<file path="config.mk">
export PLATFORM = sky130hd
export DESIGN_NAME = tidc_div
export DESIGN_NICKNAME = d
export VERILOG_FILES = /design/src/rtl/tile_index_decompose_4d_core_macros.svh /design/src/rtl/tidc_div.sv
export SDC_FILE = /design/constraint.sdc
export NUM_CORES = 2
export LEC_CHECK = 0
export BUFFER_PORTS_ARGS = -buffer_cell sky130_fd_sc_hd__buf_4
export CAP_MARGIN = 5
export CORE_MARGIN = 2
export CORE_UTILIZATION = 55
export DETAILED_ROUTE_END_ITERATION = 16
export PLACE_DENSITY_LB_ADDON = 0.12
export SETUP_SLACK_MARGIN = 0.15
export SKIP_CTS_REPAIR_TIMING = 1
export SLEW_MARGIN = 10
export SYNTH_ARGS = -nofsm -noshare
export SYNTH_HDL_FRONTEND = slang
export SYNTH_SLANG_ARGS = --single-unit
</file>
<file path="constraint.sdc">
create_clock -name clock -period 9.5 [get_ports clock]
set_clock_uncertainty 0.05 [all_clocks]
set_input_delay 0.95 -clock clock [delete_from_list [all_inputs] [get_ports clock]]
set_output_delay 0.95 -clock clock [all_outputs]
set_load 0.02 [all_outputs]
</file>
<file path="src/rtl/tile_index_decompose_4d_core_macros.svh">
// Assertion helpers shared by the tile index decomposer.
`ifndef TILE_INDEX_DECOMPOSE_4D_CORE_MACROS_SVH
`define TILE_INDEX_DECOMPOSE_4D_CORE_MACROS_SVH

// Condition in the same cycle implies the consequence in the same cycle.
`define TIDC_ASSERT_IMPL(label, clk, rst, cond, cons) \
   label: assert property (@(posedge clk) disable iff (rst) (cond) |-> (cons)) \
      else $error("tile index decomposer: same-cycle check failed");

// Condition in one cycle implies the consequence in the next cycle.
`define TIDC_ASSERT_NEXT(label, clk, rst, cond, cons) \
   label: assert property (@(posedge clk) disable iff (rst) (cond) |=> (cons)) \
      else $error("tile index decomposer: next-cycle check failed");

`endif

</file>
<file path="src/rtl/tidc_div.sv">
// Pipelined restoring divider: one quotient bit per stage, divisor held static.
module tidc_div #(
   parameter int NUM_BITS  = 31,
   parameter int DEN_BITS  = 32,
   parameter int SIDE_BITS = 1
) (
   input  logic                 clock,
   input  logic                 reset,
   input  logic                 en,
   input  logic                 in_valid,
   input  logic [NUM_BITS-1:0]  in_num,
   input  logic [SIDE_BITS-1:0] in_side,
   input  logic [DEN_BITS-1:0]  den,
   output logic                 out_valid,
   output logic [NUM_BITS-1:0]  out_quo,
   output logic [DEN_BITS-1:0]  out_rem,
   output logic [SIDE_BITS-1:0] out_side
);

   logic                 v_ff    [NUM_BITS];
   logic [NUM_BITS-1:0]  w_ff    [NUM_BITS];
   logic [DEN_BITS-1:0]  r_ff    [NUM_BITS];
   logic [SIDE_BITS-1:0] side_ff [NUM_BITS];

   genvar s;
   generate
      for (s = 0; s < NUM_BITS; s++) begin : g_stage
         logic                 v_pre;
         logic [NUM_BITS-1:0]  w_pre;
         logic [DEN_BITS-1:0]  r_pre;
         logic [SIDE_BITS-1:0] side_pre;
         logic [DEN_BITS:0]    trial;
         logic [DEN_BITS:0]    diff;
         logic                 ge;
         logic [NUM_BITS-1:0]  w_in;
         logic [DEN_BITS-1:0]  r_in;

         if (s == 0) begin : g_first
            assign v_pre    = in_valid;
            assign w_pre    = in_num;
            assign r_pre    = '0;
            assign side_pre = in_side;
         end else begin : g_next
            assign v_pre    = v_ff[s-1];
            assign w_pre    = w_ff[s-1];
            assign r_pre    = r_ff[s-1];
            assign side_pre = side_ff[s-1];
         end

         // The dividend shifts out at the top while quotient bits shift in below.
         assign trial = {r_pre, w_pre[NUM_BITS-1]};
         assign diff  = trial - {1'b0, den};
         assign ge    = (trial >= {1'b0, den});
         assign r_in  = ge ? diff[DEN_BITS-1:0] : trial[DEN_BITS-1:0];
         assign w_in  = {w_pre[NUM_BITS-2:0], ge};

         always_ff @(posedge clock) begin
            if (reset) begin
               v_ff[s] <= 1'b0;
            end else if (en) begin
               v_ff[s] <= v_pre;
            end
         end

         always_ff @(posedge clock) begin
            if (en) begin
               w_ff[s]    <= w_in;
               r_ff[s]    <= r_in;
               side_ff[s] <= side_pre;
            end
         end
      end
   endgenerate

   assign out_valid = v_ff[NUM_BITS-1];
   assign out_quo   = w_ff[NUM_BITS-1];
   assign out_rem   = r_ff[NUM_BITS-1];
   assign out_side  = side_ff[NUM_BITS-1];

endmodule

</file>
==> run summary <==
After synthesis, the netlist uses 115 different library cells. The remaining design rule violation count was 0; the number of flops mapped to enable cells by yosys was 2,015. The data required time of the critical path was 10.03 ns. The clock net in this run drives a total of 2,015 sinks. Number of placement rows: 172. Initial antenna violation count: 12. After detailed placement, the total cell area comes to 126,000 µm². The area growth from synthesis to final layout was 9.68%; the post-synthesis sequential element count was 2,015. The flow ran to the end, and the final reports show no timing, DRC or antenna violations. The starting density of the core is 0.553, and the total global-route track usage is 0.278.

Clock latency on the worst-skew pair, taken at its later pin, is 0.89 ns. Dividing the detail-routed wire length by the instance count gives 23.1 µm. The async set-reset flop share out of synthesis is 0. Leaving out fill and tap cells, the most frequent cells in the layout are sky130_fd_sc_hd__edfxtp_1, sky130_fd_sc_hd__ha_1, sky130_fd_sc_hd__a21oi_1. For this design the ratio of total power to cell area is 372 nW/µm². The routed wire length was 319,000 µm. Setup violations remaining at the end of the flow were counted as 0. The floorplan step defined a core boundary enclosing 220,000 µm². The master cell of the clock root buffer is sky130_fd_sc_hd__clkbuf_16.

Hold timing on the final database bottoms out at a slack of 0.195 ns. The first global-routing pass estimated 480,000 µm of wire. TritonCTS built the clock tree. The final worst-path setup slack was 4.23 ns; the routability-driven placement congestion ratio was 0.925. Overall power consumption: 49.5 mW. Worst setup slack after placement: 3.41 ns. The longest individual stage delay on the worst path was 0.80 ns; the die span in x was 474 µm.

The logs give 5.79 ns for the signal arrival time at the worst endpoint and 17,563 for the number of filler cells placed in the layout. For the maximum number of pins on one net before global-route repair, the log shows 184. Summing all non-filler instances in the final layout gives an area of 133,000 µm². The first-iteration detailed-routing DRC count was 6,908; the remaining global-route overflow was 0. The worst hold path belongs to the class in2reg. The slew at the pin closest to its max-slew limit is 1.20 ns.

The leading cell type in the layout, fill and taps excluded is sky130_fd_sc_hd__edfxtp_1. The max-slew violation count came out at 0. The type of origin of the critical path is a primary input. Setup repair after global routing left no endpoint under its margin. The share of layout cells above drive strength 1 came out at 0.113. TritonCTS created 218 clock buffers. The post-route antenna net violation count was 0; the number of warnings issued by yosys was 0.

Among the stages of the critical path, the cell type that occurs most often is sky130_fd_sc_hd__buf_4. The final period utilization was 0.554. Type of the worst setup path: in2reg. The tool flagged a number of max-cap violations equal to 0.

The worst setup path is captured at a register. The tools report the number of global-route vias before repair as 81,247. Traced cell by cell, the critical path runs through buf_4 -> inv_2 -> buf_4 -> ha_1 -> nor2b_1 -> o31ai_1 -> a21oi_1 -> nor2_1 -> o2111ai_1 -> nand2_1 -> o311a_1 -> a21oi_1 -> a2111oi_4 -> buf_4 -> mux2_2. Once detailed placement completed, the half-perimeter wirelength came to 229,000 µm. The worst relative slew slack came out at 0.199. The final count of hold timing violations was 0; the maximum buffer depth of the clock tree was 3.

Summing every instance area after synthesis gives 121,000 µm². CTS built an H-tree with a depth of 4. The logs give 13,403 for the count of placed standard cells including taps and 0.190 GHz for the timing-limited maximum frequency. The largest individual stage delay along the critical path comes from the cell sky130_fd_sc_hd__a2111oi_4. Number of nets produced by synthesis: 11,656. The clock transition at the register clock pins on the worst setup and hold paths after CTS is 0.06 ns, and the highest net fanout along the worst path is 21. After detailed routing, the number of vias per cell comes to 6.13. The final layout contains 11,812 nets.

The average instance area after synthesis was 11.5 µm²; the sum of negative setup slack was 0 ns. For the count of non-filler cells in the finished layout, the log shows 13,820. The run gives 84,764 as the overall via count from detail_route.

The run gives 0.498 as the part of the Yosys area used for sequential elements. The tools report the final standard cell utilization of the core as 0.607. The count of buffers added on input and output ports is 132.

In the synthesized netlist the dominant register cell turns out to be sky130_fd_sc_hd__edfxtp_1. After technology mapping, the gate count stands at 10,596. IR analysis of the VDD net gives a maximum drop of 0.000200 V. In this run the vertical extent of the chip is 474 µm. The die footprint is 224,000 µm².

For this design the static power due to leakage is 52.4 nW. I/O pin count: 133. After layout, the minimum clock period comes to 5.27 ns. The pre-antenna-repair detailed-routing pass consisted of 6 iterations.
[kinds of logic after synthesis]
family	share of synthesized area
compound gates	0.164
xor+xnor	0.0574
simple gates	0.0974
fa+ha+maj	0.104
flops	0.498
mux	0.0572
buf+inv	0.0219
[state kept, by name, indices dropped and copies added, names as in the netlist]
signal	flops
v_ff	31
w_ff	961
r_ff	992
side_ff	31
[final timing paths]
path	start	slack [ns]	cells past startpoint	end
setup / recovery	den[1]	4.23	15	r_ff[2][130]
hold / removal	in_num[6]	0.19	1	w_ff[0][7]
setup reg to reg	r_ff[0][99]	5.08	11	r_ff[0][139]
hold reg to reg	w_ff[0][9]	0.34	0	w_ff[0][41]
[power by group]
group	internal (mW)	switching, mW	leakage (nW)
clock network	5.11	3.64	3.60
registers	13.9	2.00	19.7
logic	11.3	13.6	29.1
[routing by layer]
metal / vias up / share of wire / global-route usage
li1: 40734 / - / -
met1: 40812 / 0.44 / 0.383
met2: 2596 / 0.46 / 0.441
met3: 618 / 0.060 / 0.0413
met4: 4 / 0.044 / 0.115
met5: - / 0.000085 / 0
[layout make-up]
type	instances	area, µm²	area share
clock inverter	154	1890	0.0142
multi-input combinational	7945	58400	0.438
antenna	11	27.5	0.000207
clock buffer	252	5580	0.0419
sequential	2015	60500	0.454
tap	2871	3590	0.0270
inverter	321	1200	0.00905
timing repair buffer	251	1980	0.0149
[critical path: cells and delay by family]
kind | cells | cell delay, ns
adders and majority gates | 1 | 0.33
buffers and inverters | 4 | 1.61
and+or+nand+nor | 3 | 0.58
AOI/OAI and AO/OA | 6 | 1.84
muxes | 1 | 0.38
[synth_stat cells (44+ instances only)]
master                        n  area [µm²]
sky130_fd_sc_hd__o211ai_1    54         405
sky130_fd_sc_hd__or3_1       44         275
sky130_fd_sc_hd__a21oi_1    932        4660
sky130_fd_sc_hd__a211oi_1    78         586
sky130_fd_sc_hd__o21a_1     149        1120
sky130_fd_sc_hd__nor2_1     578        2170
sky130_fd_sc_hd__ha_1       962       12000
sky130_fd_sc_hd__a21o_1     506        3800
sky130_fd_sc_hd__inv_1      320        1200
sky130_fd_sc_hd__mux2_4      73        1100
sky130_fd_sc_hd__nor3_1     147         736
sky130_fd_sc_hd__nand4_1    160        1000
sky130_fd_sc_hd__clkbuf_1   224         841
sky130_fd_sc_hd__xnor2_1    477        4180
sky130_fd_sc_hd__nand2_1    742        2790
sky130_fd_sc_hd__buf_2       55         275
sky130_fd_sc_hd__mux2i_1     59         591
sky130_fd_sc_hd__o21bai_1   138        1040
sky130_fd_sc_hd__o21ai_0    647        3240
sky130_fd_sc_hd__mux2_2     429        4830
sky130_fd_sc_hd__and2_1      67         419
sky130_fd_sc_hd__o31ai_1     62         465
sky130_fd_sc_hd__nor2b_1    144         901
sky130_fd_sc_hd__and3_1      87         544
sky130_fd_sc_hd__a21boi_0    56         420
sky130_fd_sc_hd__nand3_1    202        1010
sky130_fd_sc_hd__edfxtp_1  2015       60500
sky130_fd_sc_hd__xor2_1     318        2790
sky130_fd_sc_hd__a31oi_1     92         576
sky130_fd_sc_hd__nand2b_1   110         688
Power figures use the tool's default switching activity.
